## config.mk

```make
export PLATFORM = sky130hd
export DESIGN_NAME = touch_report_serializer_unit
export DESIGN_NICKNAME = d
export VERILOG_FILES = /design/src/hdl/trs_pkg.sv /design/src/hdl/trs_front.sv /design/src/hdl/trs_queue.sv /design/src/hdl/trs_back.sv /design/src/hdl/touch_report_serializer_unit.sv
export SDC_FILE = /design/constraint.sdc
export NUM_CORES = 1
export LEC_CHECK = 0
export ABC_CLOCK_PERIOD_IN_PS = 6870
export BUFFER_PORTS_ARGS = -buffer_cell sky130_fd_sc_hd__buf_2
export CORE_UTILIZATION = 64
export CTS_BUF_LIST = sky130_fd_sc_hd__clkbuf_8
export CTS_CLUSTER_SIZE = 24
export DETAILED_ROUTE_END_ITERATION = 10
export PLACE_DENSITY = 0.84
export RECOVER_POWER = 50
export SETUP_SLACK_MARGIN = 0.1
export SLEW_MARGIN = 10
export SYNTH_ARGS = -nofsm -noshare
export SYNTH_HDL_FRONTEND = slang
export SYNTH_HIERARCHICAL = 1
export SYNTH_SLANG_ARGS = --single-unit
```

## constraint.sdc

```tcl
create_clock -name clk -period 6.87 [get_ports clk]
set_clock_uncertainty 0.15 [all_clocks]
set_input_delay 1.374 -clock clk [delete_from_list [all_inputs] [get_ports clk]]
set_output_delay 1.374 -clock clk [all_outputs]
set_load 0.01 [all_outputs]
```

## src/hdl/trs_pkg.sv

```systemverilog
// Shared types, constants and byte tables for the touch report serializer.
// Depends on nothing; every other file imports it.
package trs_pkg;

    localparam int COORD_BITS = 16;
    localparam int IN_COORD_W = 16;
    localparam int CW         = (COORD_BITS < IN_COORD_W) ? COORD_BITS : IN_COORD_W;
    localparam int CGRP       = (CW + 6) / 7;
    localparam int CLEN_W     = $clog2(CGRP + 1);
    localparam int STAMP_W    = 30;
    localparam int SGRP       = (STAMP_W + 6) / 7;
    localparam int SLEN_W     = $clog2(SGRP + 1);
    localparam int IDX_W      = 3;
    localparam int QDEPTH     = 2;
    localparam int QPTR_W     = (QDEPTH > 1) ? $clog2(QDEPTH) : 1;
    localparam int QCNT_W     = $clog2(QDEPTH + 1);

    typedef struct packed {
        logic [1:0]         action;
        logic [CW-1:0]      x;
        logic [CW-1:0]      y;
        logic [STAMP_W-1:0] stamp;
        logic [SLEN_W-1:0]  ns;
        logic [CLEN_W-1:0]  nx;
        logic [CLEN_W-1:0]  ny;
    } trs_desc_t;

    typedef struct packed {
        logic busy;
        logic loading;
    } trs_back_status_t;

    function automatic logic [7:0] hdr_byte(input logic [IDX_W-1:0] idx);
        logic [7:0] b;
        begin
            case (idx)
                3'd0:    b = 8'h02;
                3'd1:    b = 8'h0b;
                3'd2:    b = 8'h03;
                3'd3:    b = 8'h00;
                3'd4:    b = 8'h80;
                3'd5:    b = 8'h01;
                default: b = 8'h08;
            endcase
            return b;
        end
    endfunction

    function automatic logic [7:0] size_byte(input logic [1:0] idx);
        logic [7:0] b;
        begin
            case (idx)
                2'd0:    b = 8'h1a;
                2'd1:    b = 8'h09;
                2'd2:    b = 8'h0a;
                default: b = 8'h03;
            endcase
            return b;
        end
    endfunction

    function automatic logic [7:0] tail_byte(input logic [1:0] idx);
        logic [7:0] b;
        begin
            case (idx)
                2'd0:    b = 8'h10;
                2'd1:    b = 8'h00;
                default: b = 8'h18;
            endcase
            return b;
        end
    endfunction

endpackage

```

## src/hdl/trs_front.sv

```systemverilog
// Front end: takes a touch event and works out the LEB128 lengths of its fields.
// Depends on trs_pkg.
module trs_front
    import trs_pkg::*;
(
    input  logic [1:0]  action,
    input  logic [15:0] pos_x,
    input  logic [15:0] pos_y,
    input  logic [29:0] stamp_ns,
    output trs_desc_t   desc
);

    logic [CW-1:0]     x;
    logic [CW-1:0]     y;
    logic [CLEN_W-1:0] nx;
    logic [CLEN_W-1:0] ny;
    logic [SLEN_W-1:0] ns;

    assign x = pos_x[CW-1:0];
    assign y = pos_y[CW-1:0];

    always_comb
    begin
        nx = CLEN_W'(1);
        ny = CLEN_W'(1);
        ns = SLEN_W'(1);
        for (int g = 1; g < CGRP; g++)
        begin
            if ((x >> (7 * g)) != '0)
                nx = CLEN_W'(g + 1);
            if ((y >> (7 * g)) != '0)
                ny = CLEN_W'(g + 1);
        end
        for (int g = 1; g < SGRP; g++)
        begin
            if ((stamp_ns >> (7 * g)) != '0)
                ns = SLEN_W'(g + 1);
        end
    end

    always_comb
    begin
        desc.action = action;
        desc.x      = x;
        desc.y      = y;
        desc.stamp  = stamp_ns;
        desc.ns     = ns;
        desc.nx     = nx;
        desc.ny     = ny;
    end

endmodule

```

## src/hdl/trs_queue.sv

```systemverilog
// Short request queue between the front and back ends.
// Depends on trs_pkg.
module trs_queue
    import trs_pkg::*;
(
    input  logic              clk,
    input  logic              rst_n,
    input  logic              wr_en,
    input  trs_desc_t         wr_data,
    output logic              full,
    input  logic              rd_en,
    output trs_desc_t         rd_data,
    output logic              empty,
    output logic [QCNT_W-1:0] count
);

    trs_desc_t         mem_reg [QDEPTH];
    logic [QPTR_W-1:0] wr_ptr_reg;
    logic [QPTR_W-1:0] rd_ptr_reg;
    logic [QCNT_W-1:0] cnt_reg;
    logic              do_wr;
    logic              do_rd;

    assign full    = (cnt_reg == QCNT_W'(QDEPTH));
    assign empty   = (cnt_reg == '0);
    assign count   = cnt_reg;
    assign rd_data = mem_reg[rd_ptr_reg];
    assign do_wr   = wr_en && !full;
    assign do_rd   = rd_en && !empty;

    always_ff @(posedge clk)
    begin
        if (do_wr)
            mem_reg[wr_ptr_reg] <= wr_data;
    end

    always_ff @(posedge clk or negedge rst_n)
    begin
        if (!rst_n)
        begin
            wr_ptr_reg <= '0;
            rd_ptr_reg <= '0;
            cnt_reg    <= '0;
        end
        else
        begin
            if (do_wr)
                wr_ptr_reg <= (wr_ptr_reg == QPTR_W'(QDEPTH - 1)) ? '0 : wr_ptr_reg + 1'b1;
            if (do_rd)
                rd_ptr_reg <= (rd_ptr_reg == QPTR_W'(QDEPTH - 1)) ? '0 : rd_ptr_reg + 1'b1;
            if (do_wr && !do_rd)
                cnt_reg <= cnt_reg + 1'b1;
            else if (do_rd && !do_wr)
                cnt_reg <= cnt_reg - 1'b1;
        end
    end

endmodule

```

## src/hdl/trs_back.sv

```systemverilog
// Back end: walks one request through the message layout into an output register,
// one byte per cycle while that register is free or being popped. Depends on trs_pkg.
module trs_back
    import trs_pkg::*;
(
    input  logic             clk,
    input  logic             rst_n,
    input  trs_desc_t        q_data,
    input  logic             q_empty,
    output logic             q_pop,
    input  logic             pop,
    output logic             empty,
    output logic [7:0]       out_byte,
    output logic             last,
    output trs_back_status_t status
);

    typedef enum logic [2:0] {
        SEG_HDR,
        SEG_STAMP,
        SEG_SIZE,
        SEG_TAG,
        SEG_COORD,
        SEG_TAIL,
        SEG_ACT
    } seg_t;

    localparam logic [1:0] COORD_X = 2'd0;
    localparam logic [1:0] COORD_Y = 2'd1;
    localparam logic [1:0] COORD_Z = 2'd2;

    seg_t             seg_reg,   seg_next;
    logic [IDX_W-1:0] idx_reg,   idx_next;
    logic [1:0]       csel_reg,  csel_next;
    logic             busy_reg,  busy_next;
    logic             ov_reg,    ov_next;
    logic [7:0]       byte_reg,  byte_next;
    logic             last_reg,  last_next;
    trs_desc_t        cur_reg,   cur_next;

    logic                 out_free;
    logic                 step;
    logic [7:0]           b;
    logic                 seg_done;
    logic [7:0]           total;
    logic [CGRP*7-1:0]    cval;
    logic [CLEN_W-1:0]    clen;
    logic [SGRP*7-1:0]    sval;
    logic [6:0]           cgrp;
    logic [6:0]           sgrp;
    logic                 c_more;
    logic                 s_more;

    assign out_free = !ov_reg || pop;
    assign step     = busy_reg && out_free;
    assign q_pop    = !busy_reg && !q_empty;
    assign total    = 8'(cur_reg.nx) + 8'(cur_reg.ny) + 8'd1;
    assign sval     = (SGRP*7)'(cur_reg.stamp);

    always_comb
    begin
        unique case (csel_reg)
            COORD_X: begin cval = (CGRP*7)'(cur_reg.x); clen = cur_reg.nx; end
            COORD_Y: begin cval = (CGRP*7)'(cur_reg.y); clen = cur_reg.ny; end
            default: begin cval = '0; clen = CLEN_W'(1); end
        endcase
    end

    always_comb
    begin
        cgrp = '0;
        sgrp = '0;
        for (int g = 0; g < CGRP; g++)
        begin
            if (idx_reg == IDX_W'(g))
                cgrp = cval[7*g +: 7];
        end
        for (int g = 0; g < SGRP; g++)
        begin
            if (idx_reg == IDX_W'(g))
                sgrp = sval[7*g +: 7];
        end
    end

    assign c_more = (idx_reg != IDX_W'(clen - 1'b1));
    assign s_more = (idx_reg != IDX_W'(cur_reg.ns - 1'b1));

    always_comb
    begin
        unique case (seg_reg)
            SEG_HDR:   begin b = hdr_byte(idx_reg);             seg_done = (idx_reg == 3'd6); end
            SEG_STAMP: begin b = {s_more, sgrp};                seg_done = !s_more;           end
            SEG_SIZE:
            begin
                b = size_byte(idx_reg[1:0]);
                if (idx_reg[0])
                    b = b + total;
                seg_done = (idx_reg == 3'd3);
            end
            SEG_TAG:   begin b = {3'b000, 2'(csel_reg + 2'd1), 3'b000}; seg_done = 1'b1; end
            SEG_COORD: begin b = {c_more, cgrp};                seg_done = !c_more;           end
            SEG_TAIL:  begin b = tail_byte(idx_reg[1:0]);       seg_done = (idx_reg == 3'd2); end
            SEG_ACT:   begin b = {6'd0, cur_reg.action};        seg_done = 1'b1;              end
            default:   begin b = 8'h00;                         seg_done = 1'b1;              end
        endcase
    end

    always_comb
    begin
        seg_next  = seg_reg;
        idx_next  = idx_reg;
        csel_next = csel_reg;
        busy_next = busy_reg;
        ov_next   = ov_reg;
        byte_next = byte_reg;
        last_next = last_reg;
        cur_next  = cur_reg;
        if (ov_reg && pop)
            ov_next = 1'b0;
        if (q_pop)
        begin
            cur_next  = q_data;
            busy_next = 1'b1;
            seg_next  = SEG_HDR;
            idx_next  = '0;
            csel_next = COORD_X;
        end
        if (step)
        begin
            ov_next   = 1'b1;
            byte_next = b;
            last_next = (seg_reg == SEG_ACT);
            idx_next  = idx_reg + 1'b1;
            if (seg_done)
            begin
                idx_next = '0;
                unique case (seg_reg)
                    SEG_HDR:   seg_next = SEG_STAMP;
                    SEG_STAMP: seg_next = SEG_SIZE;
                    SEG_SIZE:  seg_next = SEG_TAG;
                    SEG_TAG:   seg_next = SEG_COORD;
                    SEG_COORD:
                    begin
                        if (csel_reg == COORD_Z)
                            seg_next = SEG_TAIL;
                        else
                        begin
                            seg_next  = SEG_TAG;
                            csel_next = csel_reg + 2'd1;
                        end
                    end
                    SEG_TAIL:  seg_next = SEG_ACT;
                    SEG_ACT:   busy_next = 1'b0;
                    default:   seg_next = SEG_HDR;
                endcase
            end
        end
    end

    always_ff @(posedge clk or negedge rst_n)
    begin
        if (!rst_n)
        begin
            seg_reg  <= SEG_HDR;
            idx_reg  <= '0;
            csel_reg <= COORD_X;
            busy_reg <= 1'b0;
            ov_reg   <= 1'b0;
            last_reg <= 1'b0;
        end
        else
        begin
            seg_reg  <= seg_next;
            idx_reg  <= idx_next;
            csel_reg <= csel_next;
            busy_reg <= busy_next;
            ov_reg   <= ov_next;
            last_reg <= last_next;
        end
    end

    always_ff @(posedge clk)
    begin
        byte_reg <= byte_next;
        cur_reg  <= cur_next;
    end

    assign empty          = !ov_reg;
    assign out_byte       = byte_reg;
    assign last           = last_reg;
    assign status.busy    = busy_reg;
    assign status.loading = q_pop;

endmodule

```

## src/hdl/touch_report_serializer_unit.sv

```systemverilog
// Top level of the touch report serializer: front end, request queue, back end.
// Depends on trs_pkg, trs_front, trs_queue and trs_back.
//
// Each accepted touch event becomes one report message of 22 to 30 bytes, sent
// one byte per result with last set on the final byte. The back end emits one
// byte per cycle while pop keeps up, and loads the next request from the
// queue only once the final byte of a message is in the output register.
// Two requests can wait in the queue, so new events are taken while a message
// is still going out. The output register holds a byte until it is popped; the
// back end stalls while that byte waits and moves on in the cycle it is popped.
module touch_report_serializer_unit
    import trs_pkg::*;
(
    input  logic        clk,
    input  logic        rst_n,
    input  logic        push,
    output logic        full,
    input  logic [1:0]  action,
    input  logic [15:0] pos_x,
    input  logic [15:0] pos_y,
    input  logic [29:0] stamp_ns,
    output logic        empty,
    input  logic        pop,
    output logic [7:0]  out_byte,
    output logic        last
);

    trs_desc_t         f_desc;
    trs_desc_t         q_data;
    logic              q_empty;
    logic              q_pop;
    logic [QCNT_W-1:0] q_count;
    trs_back_status_t  b_status;

    trs_front u_front (
        .action   (action),
        .pos_x    (pos_x),
        .pos_y    (pos_y),
        .stamp_ns (stamp_ns),
        .desc     (f_desc)
    );

    trs_queue u_queue (
        .clk     (clk),
        .rst_n   (rst_n),
        .wr_en   (push),
        .wr_data (f_desc),
        .full    (full),
        .rd_en   (q_pop),
        .rd_data (q_data),
        .empty   (q_empty),
        .count   (q_count)
    );

    trs_back u_back (
        .clk      (clk),
        .rst_n    (rst_n),
        .q_data   (q_data),
        .q_empty  (q_empty),
        .q_pop    (q_pop),
        .pop      (pop),
        .empty    (empty),
        .out_byte (out_byte),
        .last     (last),
        .status   (b_status)
    );

`ifndef SYNTH
    a_qcount: assert property (@(posedge clk) disable iff (!rst_n)
        q_count <= QCNT_W'(QDEPTH))
        else $error("queue count above depth");

    a_last_action: assert property (@(posedge clk) disable iff (!rst_n)
        (!empty && last) |-> (out_byte[7:2] == 6'd0))
        else $error("last byte is not an action code");

    a_load: assert property (@(posedge clk) disable iff (!rst_n)
        (!q_empty && !b_status.busy) |=> b_status.busy)
        else $error("waiting request not picked up");

    a_load_pops: assert property (@(posedge clk) disable iff (!rst_n)
        b_status.loading |-> (!q_empty && !b_status.busy))
        else $error("load without a waiting request");
`endif

endmodule

```

==> flow_metrics.env <==
export IMPL_fin_hold_ws_ns=0.370
export IMPL_holdBufCountCts=0
export IMPL_post_route_min_period_ns=4.71
export IMPL_syn_area_cell_sq_um=16.1
export IMPL_number_of_h_tree_levels=2
export IMPL_worstPathMaxFanout=71
export IMPL_cts_setup_buffers=0
export IMPL_io_buffer_count=78
export IMPL_p_leak_nw=3.89
export IMPL_critical_path_class="in2reg"
export IMPL_largest_net_degree_at_the_start_of_global_routing=72
export IMPL_postCtsResizedCells=0
export IMPL_route_vias_total=5278
export IMPL_status="finished with violations"
export IMPL_final_max_slew_violation_count=124
export IMPL_global_route_wire_length_before_repair_um=28600
export IMPL_drv_cap=2
export IMPL_antenna_diode_count=0
export IMPL_synthesis_instances=653
export IMPL_yosys_warnings=6
export IMPL_critPathRequiredTime_ns=6.74
export IMPL_ioPinCount=79
export IMPL_setup_repair_after_global_routing_missed_its_margin="no"
export IMPL_die_width_um=130
export IMPL_dpl_worst_slack_ns=3.13
export IMPL_place_gp_congestion=0.850
export IMPL_floorplan_rows=46
export IMPL_dr_first_iter_drc_count=357
export IMPL_avgRoutedWirePerCell_um=19.9
export IMPL_cts_buffers_inserted=38
export IMPL_hold_viol=0
export IMPL_firstDrtPassIters=5
export IMPL_critPathLaunchType="input pin"
export IMPL_route_final_wire_length_um=18400
export IMPL_layout_filler_cells=1089
export IMPL_route_antenna_remaining_nets=0
export IMPL_core_region_area_sq_um=15900
export IMPL_postSynthNetCount=739
export IMPL_storage_element_area_sq_um=7010
export IMPL_die_height_um=130
export IMPL_starting_density_pct=65.9
export IMPL_worst_ep_arrival_time_ns=4.58
export IMPL_layout_worst_path_cycle_share_pct=68.6
export IMPL_largest_register_ff_count=142
export IMPL_peakVddDrop_mv=0.263
export IMPL_antenna_found_initial=0
export IMPL_clk_insertion_delay_late_ns=0.53
export IMPL_failed_checks="max-capacitance violations, max-slew violations"
export IMPL_root_buffer="sky130_fd_sc_hd__clkbuf_8"
export IMPL_drc_errors_left=0
export IMPL_tightest_slew_ns=4.14
export IMPL_grt_overflow_total=0
export IMPL_drive_gt1_share_pct=17.1
export IMPL_aggregate_negative_setup_slack_ns=0
export IMPL_pwrdens_nw_per_um2=416
export IMPL_fin_nets=768
export IMPL_hold_path_class="reg2reg"
export IMPL_first_global_vias=5451
export IMPL_area_growth_syn_to_layout_pct=4.20
export IMPL_grtUsageTotal_pct=22.9
export IMPL_cts_sinks=236
export IMPL_drt_via_density=5.72
export IMPL_place_detailed_hpwl_um=11900
export IMPL_setup_ws_ns=2.16
export IMPL_cts_buffer_depth=3
export IMPL_slew_headroom_pct=-176
export IMPL_dieArea_sq_um=16900
export IMPL_path_clk_slew_ns=0.06
export IMPL_end_kind="register"
export IMPL_finalSetupViolations=0
export IMPL_syn_std_cell_area_sq_um=10500
export IMPL_cts_tree="yes"
export IMPL_multiInputGateArea_sq_um=2560
export IMPL_max_clock_freq_mhz=212
[power by group]
group,switching (mW),internal (mW)
clock network,0.513,0.566
logic,0.726,0.576
registers,0.189,1.98
total,1.43,3.12
[cells in the final DEF (no fill, tap or decap), types with 3 or more instances in the layout]
master                       n
sky130_fd_sc_hd__nand2b_1    7
sky130_fd_sc_hd__inv_6       3
sky130_fd_sc_hd__clkinv_1    9
sky130_fd_sc_hd__nor3_1      8
sky130_fd_sc_hd__a22oi_1    26
sky130_fd_sc_hd__ha_1       16
sky130_fd_sc_hd__o22ai_1     6
sky130_fd_sc_hd__a32oi_1     5
sky130_fd_sc_hd__inv_1      29
sky130_fd_sc_hd__o21ai_0     9
sky130_fd_sc_hd__edfxtp_1  221
sky130_fd_sc_hd__nand3_1     7
sky130_fd_sc_hd__a31oi_1     5
sky130_fd_sc_hd__nand2_1    27
sky130_fd_sc_hd__mux2_1     38
sky130_fd_sc_hd__mux2i_1     3
sky130_fd_sc_hd__nor2b_1     3
sky130_fd_sc_hd__xor2_1      5
sky130_fd_sc_hd__dfrtp_1    15
sky130_fd_sc_hd__clkbuf_8   39
sky130_fd_sc_hd__nor4_1      4
sky130_fd_sc_hd__o21ai_1    13
sky130_fd_sc_hd__xnor2_1     6
sky130_fd_sc_hd__buf_2      29
sky130_fd_sc_hd__o31ai_1     3
sky130_fd_sc_hd__a21oi_1     9
sky130_fd_sc_hd__mux2_4     33
sky130_fd_sc_hd__nor2_1     25
sky130_fd_sc_hd__clkbuf_1   51
[final timing paths]
path,end,slack (ns),cells past startpoint,startpoint
max,u_queue/mem_reg[1][6],2.16,3,push
min,u_back/last,0.37,1,u_back/last
max reg2reg,u_back/cur_reg[49],2.19,2,u_queue/rd_ptr_reg
min reg2reg,u_back/last,0.37,1,u_back/last
max in group asynchronous,u_back/idx_reg[2],5.25,1,rst_n
min in group asynchronous,u_back/csel_reg[0],0.77,1,rst_n
[metal layers]
layer / GRT usage [%] / up-vias / part of all wire, %
met3: 6.19 / 30 / 5.6
met4: 8.41 / 0 / 2.0
met5: 0 / - / 0
met2: 35.1 / 154 / 47
met1: 31.7 / 2606 / 46
li1: - / 2488 / -
[critical path, cell delays in order]
cell,delay [ns]
sky130_fd_sc_hd__buf_2,0.08
sky130_fd_sc_hd__and3_2,0.15
sky130_fd_sc_hd__clkbuf_1,2.88
[stage by stage]
stage	util (%)	cells	power [mW]	area (sq um)
finish	68.7	922	4.55	10900
CTS	70.0	922	4.65	11200
global placement	65.8	858	3.50	10500
floorplan	-	653	3.31	10500
detailed placement	65.8	858	3.56	10500
global route	68.7	922	4.80	10900
[cell type report]
cell class / instances / area share [%]
sequential: 236 / 64.1
multi-input combinational: 304 / 23.4
timing repair buffer: 82 / 3.21
clock buffer: 39 / 4.90
inverter: 20 / 0.686
clock inverter: 25 / 1.26
tap: 216 / 2.47
Power figures use the tool's default switching activity.
